### src/rtl/assert_macros.svh
// ----------------------------------------------------------------------------
// Assertion macros
// Shared concurrent assertion forms, sampled on clk_i and held off in reset.
// ----------------------------------------------------------------------------
`ifndef ASSERT_MACROS_SVH
`define ASSERT_MACROS_SVH

// prop must hold at every clock edge outside reset
`define TVBS_ASSERT(name, prop) \
  name: assert property (@(posedge clk_i) disable iff (!rst_ni) (prop)) \
    else $error("serializer assertion failed");

// prop must never hold outside reset
`define TVBS_ASSERT_NEVER(name, prop) \
  name: assert property (@(posedge clk_i) disable iff (!rst_ni) !(prop)) \
    else $error("serializer forbidden condition seen");

`endif

### src/rtl/tvbs_pkg.sv
// ----------------------------------------------------------------------------
// tvbs_pkg
// Types, constants and encode functions of the typed value byte serializer.
// ----------------------------------------------------------------------------
`timescale 1ns / 1ps

package tvbs_pkg;

  localparam int unsigned FormatW    = 3;
  localparam int unsigned ValueW     = 64;
  localparam int unsigned ByteW      = 8;
  localparam int unsigned MaxBytes   = 10;
  localparam int unsigned CountW     = 4;
  localparam int unsigned QueueDepth = 2;

  typedef enum logic [FormatW-1:0] {
    FmtByte    = 3'd0,
    FmtFixed32 = 3'd1,
    FmtFixed64 = 3'd2,
    FmtComp32  = 3'd3,
    FmtComp64  = 3'd4
  } tvbs_fmt_e;

  // compact form range limits
  localparam logic signed [31:0] OneMin   = -32'sd64;
  localparam logic signed [31:0] OneMax   = 32'sd127;
  localparam logic signed [31:0] TwoMin   = -32'sh400;
  localparam logic signed [31:0] TwoMax   = 32'sh3ff;
  localparam logic signed [31:0] ThreeMin = -32'sh40000;
  localparam logic signed [31:0] ThreeMax = 32'sh3ffff;
  localparam logic signed [31:0] FourMin  = -32'sh4000000;
  localparam logic signed [31:0] FourMax  = 32'sh3ffffff;

  localparam logic [7:0] PfxTwo   = 8'h80;
  localparam logic [7:0] PfxThree = 8'h90;
  localparam logic [7:0] PfxFour  = 8'ha0;
  localparam logic [7:0] PfxFive  = 8'hb0;

  // byte 0 is sent first
  typedef struct packed {
    logic [MaxBytes-1:0][ByteW-1:0] bytes;
    logic [CountW-1:0]              count;
  } tvbs_desc_t;

  typedef struct packed {
    logic [4:0][ByteW-1:0] b;
    logic [2:0]            n;
  } tvbs_c32_t;

  function automatic logic [3:0][ByteW-1:0] fixed32(logic [31:0] u);
    return {u[7:0], u[15:8], u[23:16], u[31:24]};
  endfunction

  function automatic tvbs_c32_t comp32(logic [31:0] u);
    tvbs_c32_t         r;
    logic signed [31:0] v;
    v = signed'(u);
    r.b = '0;
    if (v >= OneMin && v <= OneMax) begin
      r.n    = 3'd1;
      r.b[0] = u[7:0];
    end else if (v >= TwoMin && v <= TwoMax) begin
      r.n    = 3'd2;
      r.b[0] = PfxTwo | {4'h0, u[11:8]};
      r.b[1] = u[7:0];
    end else if (v >= ThreeMin && v <= ThreeMax) begin
      r.n    = 3'd3;
      r.b[0] = PfxThree | {4'h0, u[19:16]};
      r.b[1] = u[15:8];
      r.b[2] = u[7:0];
    end else if (v >= FourMin && v <= FourMax) begin
      r.n    = 3'd4;
      r.b[0] = PfxFour | {4'h0, u[27:24]};
      r.b[1] = u[23:16];
      r.b[2] = u[15:8];
      r.b[3] = u[7:0];
    end else begin
      r.n      = 3'd5;
      r.b[0]   = PfxFive;
      r.b[4:1] = fixed32(u);
    end
    return r;
  endfunction

endpackage

### src/rtl/tvbs_in_if.sv
// ----------------------------------------------------------------------------
// tvbs_in_if
// Input item channel: format code and raw value bits.
// ----------------------------------------------------------------------------
`timescale 1ns / 1ps

interface tvbs_in_if;
  logic                           valid;
  logic                           ready;
  logic [tvbs_pkg::FormatW-1:0]   format;
  logic [tvbs_pkg::ValueW-1:0]    value;

  modport source (output valid, format, value, input ready);
  modport sink   (input valid, format, value, output ready);
endinterface

### src/rtl/tvbs_out_if.sv
// ----------------------------------------------------------------------------
// tvbs_out_if
// Output byte channel: one serialized byte and its last marker.
// ----------------------------------------------------------------------------
`timescale 1ns / 1ps

interface tvbs_out_if;
  logic                        valid;
  logic                        ready;
  logic [tvbs_pkg::ByteW-1:0]  out_byte;
  logic                        last;

  modport source (output valid, out_byte, last, input ready);
  modport sink   (input valid, out_byte, last, output ready);
endinterface

### src/rtl/tvbs_front.sv
// ----------------------------------------------------------------------------
// tvbs_front
// Accepts input items, classifies the format and builds the byte descriptor.
// ----------------------------------------------------------------------------
`timescale 1ns / 1ps

module tvbs_front (
  tvbs_in_if.sink               item_i,
  output logic                  push_o,
  output tvbs_pkg::tvbs_desc_t  desc_o,
  input  logic                  push_ready_i
);

  logic                 fmt_ok;
  logic [31:0]          hi_w;
  logic [31:0]          lo_w;
  tvbs_pkg::tvbs_c32_t  hi_c;
  tvbs_pkg::tvbs_c32_t  lo_c;

  assign hi_w = item_i.value[63:32];
  assign lo_w = item_i.value[31:0];
  assign hi_c = tvbs_pkg::comp32(hi_w);
  assign lo_c = tvbs_pkg::comp32(lo_w);

  always_comb begin
    fmt_ok       = 1'b1;
    desc_o.bytes = '0;
    desc_o.count = tvbs_pkg::CountW'(1);
    case (tvbs_pkg::tvbs_fmt_e'(item_i.format))
      tvbs_pkg::FmtByte: begin
        desc_o.bytes[0] = lo_w[7:0];
      end
      tvbs_pkg::FmtFixed32: begin
        desc_o.bytes[3:0] = tvbs_pkg::fixed32(lo_w);
        desc_o.count      = tvbs_pkg::CountW'(4);
      end
      tvbs_pkg::FmtFixed64: begin
        desc_o.bytes[3:0] = tvbs_pkg::fixed32(hi_w);
        desc_o.bytes[7:4] = tvbs_pkg::fixed32(lo_w);
        desc_o.count      = tvbs_pkg::CountW'(8);
      end
      tvbs_pkg::FmtComp32: begin
        desc_o.bytes[4:0] = lo_c.b;
        desc_o.count      = {1'b0, lo_c.n};
      end
      tvbs_pkg::FmtComp64: begin
        // low half lands right behind the high half
        desc_o.bytes[4:0] = hi_c.b;
        case (hi_c.n)
          3'd1:    desc_o.bytes[5:1] = lo_c.b;
          3'd2:    desc_o.bytes[6:2] = lo_c.b;
          3'd3:    desc_o.bytes[7:3] = lo_c.b;
          3'd4:    desc_o.bytes[8:4] = lo_c.b;
          default: desc_o.bytes[9:5] = lo_c.b;
        endcase
        desc_o.count = {1'b0, hi_c.n} + {1'b0, lo_c.n};
      end
      default: begin
        // unused codes: take the transfer, emit nothing
        fmt_ok = 1'b0;
      end
    endcase
  end

  assign item_i.ready = push_ready_i;
  assign push_o       = item_i.valid && fmt_ok;

endmodule

### src/rtl/tvbs_queue.sv
// ----------------------------------------------------------------------------
// tvbs_queue
// Small descriptor FIFO between the front and back parts.
// ----------------------------------------------------------------------------
`timescale 1ns / 1ps

module tvbs_queue #(
  parameter int unsigned Depth = tvbs_pkg::QueueDepth
) (
  input  logic                  clk_i,
  input  logic                  rst_ni,
  input  logic                  push_i,
  input  tvbs_pkg::tvbs_desc_t  push_desc_i,
  output logic                  ready_o,
  input  logic                  pop_i,
  output logic                  valid_o,
  output tvbs_pkg::tvbs_desc_t  desc_o
);

  localparam int unsigned PtrW = (Depth > 1) ? $clog2(Depth) : 1;
  localparam int unsigned CntW = $clog2(Depth + 1);
  localparam logic [PtrW-1:0] LastPtr = PtrW'(Depth - 1);
  localparam logic [CntW-1:0] Full    = CntW'(Depth);

  tvbs_pkg::tvbs_desc_t mem_q [Depth];
  logic [PtrW-1:0] wr_ptr_q, wr_ptr_d;
  logic [PtrW-1:0] rd_ptr_q, rd_ptr_d;
  logic [CntW-1:0] cnt_q, cnt_d;
  logic            do_push;
  logic            do_pop;

  assign ready_o = (cnt_q != Full);
  assign valid_o = (cnt_q != '0);
  assign desc_o  = mem_q[rd_ptr_q];
  assign do_push = push_i && ready_o;
  assign do_pop  = pop_i && valid_o;

  always_comb begin
    wr_ptr_d = wr_ptr_q;
    rd_ptr_d = rd_ptr_q;
    cnt_d    = cnt_q;
    if (do_push) begin
      wr_ptr_d = (wr_ptr_q == LastPtr) ? '0 : wr_ptr_q + PtrW'(1);
    end
    if (do_pop) begin
      rd_ptr_d = (rd_ptr_q == LastPtr) ? '0 : rd_ptr_q + PtrW'(1);
    end
    if (do_push && !do_pop) begin
      cnt_d = cnt_q + CntW'(1);
    end else if (do_pop && !do_push) begin
      cnt_d = cnt_q - CntW'(1);
    end
  end

  always_ff @(posedge clk_i or negedge rst_ni) begin
    if (!rst_ni) begin
      wr_ptr_q <= '0;
      rd_ptr_q <= '0;
      cnt_q    <= '0;
    end else begin
      wr_ptr_q <= wr_ptr_d;
      rd_ptr_q <= rd_ptr_d;
      cnt_q    <= cnt_d;
    end
  end

  always_ff @(posedge clk_i) begin
    if (do_push) begin
      mem_q[wr_ptr_q] <= push_desc_i;
    end
  end

endmodule

### src/rtl/tvbs_back.sv
// ----------------------------------------------------------------------------
// tvbs_back
// Shifts out the bytes of one descriptor per item into the output register.
// ----------------------------------------------------------------------------
`timescale 1ns / 1ps
`include "assert_macros.svh"

module tvbs_back (
  input  logic                  clk_i,
  input  logic                  rst_ni,
  input  logic                  q_valid_i,
  input  tvbs_pkg::tvbs_desc_t  q_desc_i,
  output logic                  q_pop_o,
  tvbs_out_if.source            byte_o
);

  localparam int unsigned NB = tvbs_pkg::MaxBytes;
  localparam int unsigned BW = tvbs_pkg::ByteW;
  localparam int unsigned CW = tvbs_pkg::CountW;

  logic [NB-1:0][BW-1:0] bytes_q, bytes_d;
  logic [CW-1:0]         remain_q, remain_d;
  logic                  cur_valid_q, cur_valid_d;
  logic                  out_valid_q, out_valid_d;
  logic [BW-1:0]         out_byte_q, out_byte_d;
  logic                  out_last_q, out_last_d;
  logic                  adv;
  logic                  is_last;
  logic                  load;

  assign is_last = (remain_q == CW'(1));
  assign adv     = cur_valid_q && (!out_valid_q || byte_o.ready);
  assign load    = q_valid_i && (!cur_valid_q || (adv && is_last));
  assign q_pop_o = load;

  always_comb begin
    bytes_d     = bytes_q;
    remain_d    = remain_q;
    cur_valid_d = cur_valid_q;
    out_valid_d = out_valid_q;
    out_byte_d  = out_byte_q;
    out_last_d  = out_last_q;
    if (adv) begin
      out_valid_d = 1'b1;
      out_byte_d  = bytes_q[0];
      out_last_d  = is_last;
    end else if (byte_o.ready) begin
      out_valid_d = 1'b0;
    end
    if (load) begin
      bytes_d     = q_desc_i.bytes;
      remain_d    = q_desc_i.count;
      cur_valid_d = 1'b1;
    end else if (adv) begin
      // advance to the next byte
      bytes_d     = {{BW{1'b0}}, bytes_q[NB-1:1]};
      remain_d    = remain_q - CW'(1);
      cur_valid_d = !is_last;
    end
  end

  always_ff @(posedge clk_i or negedge rst_ni) begin
    if (!rst_ni) begin
      remain_q    <= '0;
      cur_valid_q <= 1'b0;
      out_valid_q <= 1'b0;
    end else begin
      remain_q    <= remain_d;
      cur_valid_q <= cur_valid_d;
      out_valid_q <= out_valid_d;
    end
  end

  always_ff @(posedge clk_i) begin
    bytes_q    <= bytes_d;
    out_byte_q <= out_byte_d;
    out_last_q <= out_last_d;
  end

  assign byte_o.valid    = out_valid_q;
  assign byte_o.out_byte = out_byte_q;
  assign byte_o.last     = out_last_q;

  `TVBS_ASSERT(a_remain_range, cur_valid_q |-> (remain_q != '0 && remain_q <= CW'(NB)))
  `TVBS_ASSERT(a_last_marked, (adv && is_last) |=> (out_valid_q && out_last_q))
  `TVBS_ASSERT(a_mid_unmarked, (adv && !is_last) |=> (out_valid_q && !out_last_q))

endmodule

### src/rtl/typed_value_byte_serializer_unit.sv
// ----------------------------------------------------------------------------
// typed_value_byte_serializer_unit
// Serializes one typed value per input transfer into a stream of bytes.
// ----------------------------------------------------------------------------
// Usage:
//   item_i  : input channel, one transfer per value (format code and 64-bit
//             raw value). Codes 5..7 are taken and produce no bytes.
//   byte_o  : output channel, one byte per transfer, most significant first;
//             last is high on the final byte of each value.
//   Path    : an input transfer writes its descriptor into the queue; the back
//             part loads it and registers its first byte in the output register.
//   Rate    : one output byte per cycle while byte_o is ready; a value has 1
//             to 10 bytes. Bytes of consecutive values follow with no gap once
//             the next value is queued.
//   Stall   : when byte_o is held, the output register keeps its byte, the
//             back part stops shifting and the descriptor queue fills; item_i
//             drops ready once the queue is full.
//   Reset   : rst_ni low empties the queue and the output register at once;
//             no clearing pass follows.
// ----------------------------------------------------------------------------
`timescale 1ns / 1ps

module typed_value_byte_serializer_unit #(
  parameter int unsigned QueueDepth = tvbs_pkg::QueueDepth
) (
  input  logic        clk_i,
  input  logic        rst_ni,
  tvbs_in_if.sink     item_i,
  tvbs_out_if.source  byte_o
);

  logic                 push;
  logic                 push_ready;
  tvbs_pkg::tvbs_desc_t push_desc;
  logic                 q_valid;
  logic                 q_pop;
  tvbs_pkg::tvbs_desc_t q_desc;

  tvbs_front u_front (
    .item_i       (item_i),
    .push_o       (push),
    .desc_o       (push_desc),
    .push_ready_i (push_ready)
  );

  tvbs_queue #(
    .Depth (QueueDepth)
  ) u_queue (
    .clk_i       (clk_i),
    .rst_ni      (rst_ni),
    .push_i      (push),
    .push_desc_i (push_desc),
    .ready_o     (push_ready),
    .pop_i       (q_pop),
    .valid_o     (q_valid),
    .desc_o      (q_desc)
  );

  tvbs_back u_back (
    .clk_i     (clk_i),
    .rst_ni    (rst_ni),
    .q_valid_i (q_valid),
    .q_desc_i  (q_desc),
    .q_pop_o   (q_pop),
    .byte_o    (byte_o)
  );

endmodule

### src/flat_wrapper.sv
// flat-port wrapper written by rule: the top's interface ports become plain ports
module typed_value_byte_serializer_unit_flat 
#(
  parameter int unsigned QueueDepth = tvbs_pkg::QueueDepth
)
  (clk_i, rst_ni, item_i_valid, item_i_format, item_i_value, item_i_ready, byte_o_valid, byte_o_out_byte, byte_o_last, byte_o_ready);
  tvbs_in_if item_i_i ();
  tvbs_out_if byte_o_i ();
  input  logic clk_i;
  input  logic rst_ni;
  input wire logic [$bits(item_i_i.valid)-1:0] item_i_valid;
  input wire logic [$bits(item_i_i.format)-1:0] item_i_format;
  input wire logic [$bits(item_i_i.value)-1:0] item_i_value;
  output wire logic [$bits(item_i_i.ready)-1:0] item_i_ready;
  output wire logic [$bits(byte_o_i.valid)-1:0] byte_o_valid;
  output wire logic [$bits(byte_o_i.out_byte)-1:0] byte_o_out_byte;
  output wire logic [$bits(byte_o_i.last)-1:0] byte_o_last;
  input wire logic [$bits(byte_o_i.ready)-1:0] byte_o_ready;
  assign item_i_i.valid = item_i_valid;
  assign item_i_i.format = item_i_format;
  assign item_i_i.value = item_i_value;
  assign item_i_ready = item_i_i.ready;
  assign byte_o_valid = byte_o_i.valid;
  assign byte_o_out_byte = byte_o_i.out_byte;
  assign byte_o_last = byte_o_i.last;
  assign byte_o_i.ready = byte_o_ready;
  typed_value_byte_serializer_unit #(.QueueDepth(QueueDepth)) u_core (.clk_i(clk_i), .rst_ni(rst_ni), .item_i(item_i_i), .byte_o(byte_o_i));
endmodule
### config.mk
export PLATFORM = sky130hd
export DESIGN_NAME = typed_value_byte_serializer_unit_flat
export DESIGN_NICKNAME = d
export VERILOG_FILES = /design/src/rtl/tvbs_pkg.sv /design/src/rtl/tvbs_in_if.sv /design/src/rtl/tvbs_out_if.sv /design/src/rtl/tvbs_front.sv /design/src/rtl/tvbs_queue.sv /design/src/rtl/tvbs_back.sv /design/src/rtl/typed_value_byte_serializer_unit.sv /design/src/flat_wrapper.sv
export VERILOG_INCLUDE_DIRS = /design/src /design/src/rtl
export SDC_FILE = /design/constraint.sdc
export NUM_CORES = 1
export LEC_CHECK = 0
export BUFFER_PORTS_ARGS = -buffer_cell sky130_fd_sc_hd__buf_4
export CELL_PAD_IN_SITES_DETAIL_PLACEMENT = 0
export CELL_PAD_IN_SITES_GLOBAL_PLACEMENT = 1
export CORE_UTILIZATION = 54
export CTS_CLUSTER_SIZE = 14
export DETAILED_ROUTE_END_ITERATION = 6
export PLACE_DENSITY_LB_ADDON = 0.05
export SLEW_MARGIN = 15
export SYNTH_ARGS = -nofsm -noshare
export SYNTH_HDL_FRONTEND = slang
export SYNTH_HIERARCHICAL = 1
export SYNTH_SLANG_ARGS = --single-unit
### constraint.sdc
create_clock -name clk_i -period 12.4 [get_ports clk_i]
set_input_delay 2.48 -clock clk_i [delete_from_list [all_inputs] [get_ports clk_i]]
set_output_delay 2.48 -clock clk_i [all_outputs]
set_load 0.02 [all_outputs]
==> impl_summary.txt <==
----------------------------------------------------
[Setup path]
  Max stage delay cell, worst path ... sky130_fd_sc_hd__a221oi_2
  Worst-path fanout max ... 22
  CP startpoint kind ... input pin
  Worst Setup EP ... u_core/u_queue/mem_q[0][27]
  Chain of cells forming the critical path ... buf_4 -> nand4_1 -> or4_1 -> nand2_4 -> inv_2 -> o221ai_1 -> a221oi_2 -> nor2_1 -> o32ai_1
  Endpoint type of the worst setup path ... register
  Startpoint of the most critical register-to-register path ... u_core/u_queue/cnt_q[0]
  Worst reg2reg endpoint ... u_core/u_back/bytes_q[0]
  Minimum setup slack among reg-to-reg paths ... 9.09 ns
  Largest stage delay on the critical path ... 0.77 ns
  Number of cell instances on the worst register-to-register path ... 6
  Worst endpoint data arrival time ... 5.91 ns
  Type of the worst setup path ... in2reg
  Required time worst endpoint ... 12.62 ns
  Origin of the worst setup path ... item_i_value[31]

[Synthesis]
  Share of synthesized registers carrying an async set or reset ... 0.0375
  Cell taking the most area after synthesis ... sky130_fd_sc_hd__edfxtp_1
  Register bit count reported by yosys ... 267
  Fraction of the yosys area taken by sequential cells ... 0.522
  Most area-consuming cells after synthesis ... sky130_fd_sc_hd__edfxtp_1 51%, sky130_fd_sc_hd__mux2_4 6.9%, sky130_fd_sc_hd__mux2_1 3.7%
  Combined area of all synthesized cells ... 15300 sq um
  Mean instance size in the synthesized netlist ... 11.7 sq um
  Count of mapped cells out of synthesis ... 1301
  Yosys synthesis warning count ... 6
  Predominant post-synthesis flop cell ... sky130_fd_sc_hd__edfxtp_1
  Proportion of netlist area held by the largest area contributor ... 0.506
  Post-synth net total ... 1379
  Number of synthesized flops with an enable pin ... 257
  Number of different library cells in the post-synthesis netlist ... 90

[Die]
  Core ar. ... 27800 sq um
  Die span in y ... 170 microns
  I/O Pins ... 82
  DIE AREA ... 28900 sq um
  Width of the die ... 170 microns
  Initial Util ... 0.549
  Site Rows ... 61

[Route]
  Number of DRC markers after the initial detailed-route iteration ... 2071
  Post-DRT Antenna Nets ... 0
  Number of vias per cell after detailed routing ... 6.92
  # DRC ... 0
  Wire length per cell ... 28.9 microns
  Wire length after detailed routing ... 49600 microns
  Count of TritonRoute iterations in the first routing pass ... 7
  Count of vias placed by the detailed router ... 11865

[Clock network]
  Post-CTS Hold Buffers ... 0
  Total setup buffers inserted after CTS ... 0
  Number of H-tree levels ... 1
  Clock transition at the register clock pins on the worst setup and hold paths after CTS ... 0.06 ns
  Root buffer cell ... sky130_fd_sc_hd__clkbuf_16
  Post-cts gate resize count ... 0
  Clock tree from TritonCTS ... yes
  Total CTS buffers ... 28
  # clock sinks ... 267
  Bufs on Longest Clock Path ... 3
  Later-pin clock latency in the skew report ... 0.52 ns

[Run status]
  Outcome ... finished, final reports clean

[Pwr]
  Peak supply drop ... 0.106 mV
  Power density over the cells ... 163 nW/um^2
  Static Leakage ... 6.15 nW

[Placed design]
  Final HPWL from detailed placement ... 32700 microns
  Port Buffer Count ... 81
  Gpl congestion ... 0.993

[STA]
  Share of the cycle needed by the critical path after routing ... 0.459
  Tightest Pin Transition ... 1.21 ns
  Maximum clock rate ... 176 MHz
  Final max-slew violation count ... 0
  Setup Viol. Count Final ... 0
  Min cycle time layout ... 5.69 ns
  Final Hold Violating Endpoints ... 0
  Remaining max-slew budget at the tightest pin ... 0.191
  Setup repair after global routing missed its margin ... no
  Final Skew ... 0.0112 ns
  Final setup TNS ... 0 ns

[Global route]
  Global route overflow ... 0
  GRT Overall Usage ... 0.343
  Via count of the first global-routing pass ... 11364
  Pin count of the biggest net entering global routing ... 63
  Global-route wire length before repair ... 73300 microns
  Number of antenna violations at the first check in global routing ... 2

[Finish]
  Share of final-layout standard cells stronger than drive strength 1 ... 0.220
  Net count of the finished layout ... 1395
  Share of the core filled with cells in the final layout ... 0.606
  Area growth syn-to-layout ... 10.3%

[Hold path]
  Startpoint of the lowest-slack hold path ... u_core/u_back/bytes_q[7]
  Classification of the worst-slack hold path ... reg2reg

[Flow run]
  Max Cap Viol ... 0

----------------------------------------------------
## layer usage
metal / global-route usage / vias up / share of wire / wire length [microns]
li1: - / 5109 / - / -
met1: 0.490 / 5783 / 0.41 / 20400
met2: 0.521 / 813 / 0.44 / 22000
met3: 0.0612 / 160 / 0.10 / 5200
met4: 0.126 / 0 / 0.042 / 2070
met5: 0 / - / 0 / 0
## where the power goes
| group | internal [mW] | switching, mW |
|---|---|---|
| Sequential | 1.22 | 0.0785 |
| Combinational | 0.310 | 0.359 |
| Clock | 0.444 | 0.321 |
## kinds of logic (layout without fill, tap and decap cells)
| logic type | count (synthesis) | after routing | synth area share |
|---|---|---|---|
| compound gates | 382 | 382 | 0.177 |
| simple gates | 340 | 340 | 0.108 |
| flops | 267 | 267 | 0.522 |
| mux | 166 | 166 | 0.140 |
| buf+inv | 130 | 165 | 0.0415 |
| xor+xnor | 9 | 9 | 0.00516 |
| fa+ha+maj | 7 | 7 | 0.00623 |
| other cells | 0 | 1 | 0 |
## through the flow
stage          cells  power, mW  hold slack [ns]  cell area [sq um]  worst slack [ns]
2_1_floorplan   1301       1.80            0.400              15300              5.09
3_3_place_gp    1665       1.96            0.403              16000              6.41
3_5_place_dp    1665       1.98            0.409              16000              6.37
4_1_cts         1714       2.75            0.427              16800              6.92
5_1_grt         1714       2.84            0.426              16800              6.68
6_report        1715       2.74            0.424              16800              6.71
## worst max-delay path: cells and delay by family
family	cells	cell delay, ns
compound gates	3	1.71
buf+inv	2	0.60
simple gates	4	1.11
## how the worst min path moves through the flow
stage,endpoint,slack (ns),cells past startpoint
after floorplan,u_core/u_back/byte_o.out_byte[0],0.40,0
after global placement,u_core/u_back/byte_o.out_byte[3],0.40,0
after detailed placement,u_core/u_back/byte_o.out_byte[7],0.41,0
after CTS,u_core/u_back/byte_o.out_byte[7],0.43,0
after global routing,u_core/u_back/byte_o.out_byte[7],0.43,0
final,u_core/u_back/byte_o.out_byte[7],0.42,0
## cell type report
class | count | area [sq um]
timing repair buffer | 103 | 773
tap | 378 | 473
antenna | 1 | 2.50
multi-input combinational | 904 | 6710
fill | 2278 | 11000
inverter | 13 | 48.8
sequential | 267 | 7970
clock buffer | 33 | 741
clock inverter | 16 | 110
## placed cells by master, fill, tap and decap left out, types with 9 or more instances in the layout
cell type | netlist | final
sky130_fd_sc_hd__a21oi_1 | 76 | 75
sky130_fd_sc_hd__a221oi_1 | 22 | 22
sky130_fd_sc_hd__a222oi_1 | 15 | 15
sky130_fd_sc_hd__and3_1 | 13 | 12
sky130_fd_sc_hd__buf_4 | 3 | 103
sky130_fd_sc_hd__clkbuf_16 | 0 | 29
sky130_fd_sc_hd__clkinv_1 | 1 | 11
sky130_fd_sc_hd__dfrtp_1 | 10 | 9
sky130_fd_sc_hd__edfxtp_1 | 257 | 257
sky130_fd_sc_hd__inv_1 | 11 | 11
sky130_fd_sc_hd__mux2_1 | 50 | 50
sky130_fd_sc_hd__mux2_2 | 39 | 39
sky130_fd_sc_hd__mux2_4 | 70 | 70
sky130_fd_sc_hd__nand2_1 | 118 | 116
sky130_fd_sc_hd__nand3_1 | 30 | 30
sky130_fd_sc_hd__nand4_1 | 10 | 10
sky130_fd_sc_hd__nor2_1 | 79 | 77
sky130_fd_sc_hd__nor3_1 | 25 | 25
sky130_fd_sc_hd__nor4_1 | 10 | 10
sky130_fd_sc_hd__o211ai_1 | 14 | 14
sky130_fd_sc_hd__o21ai_0 | 87 | 87
sky130_fd_sc_hd__o21ai_1 | 16 | 16
sky130_fd_sc_hd__o221ai_1 | 12 | 12
sky130_fd_sc_hd__o22ai_1 | 21 | 21
## sequential cells by signal (all words and copies together), names as in the netlist
| signal | count |
|---|---|
| u_core/u_queue/rd_ptr_q | 1 |
| u_core/u_back/remain_q | 4 |
| u_core/u_back/byte_o.out_byte | 8 |
| u_core/u_back/byte_o.last | 1 |
| u_core/u_queue/wr_ptr_q | 1 |
| u_core/u_back/bytes_q | 80 |
| u_core/u_queue/mem_q | 168 |
| u_core/u_queue/cnt_q | 2 |
| u_core/u_back/cur_valid_q | 1 |
| u_core/u_back/byte_o.valid | 1 |
## synth_stat cells (7+ instances only)
master	number
sky130_fd_sc_hd__edfxtp_1	257
sky130_fd_sc_hd__nand2_1	118
sky130_fd_sc_hd__o21ai_0	87
sky130_fd_sc_hd__clkbuf_1	79
sky130_fd_sc_hd__nor2_1	79
sky130_fd_sc_hd__a21oi_1	76
sky130_fd_sc_hd__mux2_4	70
sky130_fd_sc_hd__mux2_1	50
sky130_fd_sc_hd__mux2_2	39
sky130_fd_sc_hd__nand3_1	30
sky130_fd_sc_hd__nor3_1	25
sky130_fd_sc_hd__a221oi_1	22
sky130_fd_sc_hd__o22ai_1	21
sky130_fd_sc_hd__o21ai_1	16
sky130_fd_sc_hd__a222oi_1	15
sky130_fd_sc_hd__buf_6	14
sky130_fd_sc_hd__o211ai_1	14
sky130_fd_sc_hd__and3_1	13
sky130_fd_sc_hd__buf_2	13
sky130_fd_sc_hd__o221ai_1	12
sky130_fd_sc_hd__inv_1	11
sky130_fd_sc_hd__dfrtp_1	10
sky130_fd_sc_hd__nand4_1	10
sky130_fd_sc_hd__nor4_1	10
sky130_fd_sc_hd__a21o_1	8
sky130_fd_sc_hd__a221o_1	8
sky130_fd_sc_hd__nor2b_1	8
sky130_fd_sc_hd__or3_1	8
sky130_fd_sc_hd__a211o_1	7
sky130_fd_sc_hd__a22o_1	7
sky130_fd_sc_hd__a22oi_1	7
sky130_fd_sc_hd__a31oi_1	7
sky130_fd_sc_hd__nand2b_1	7
(Power assumes the default switching activity.)
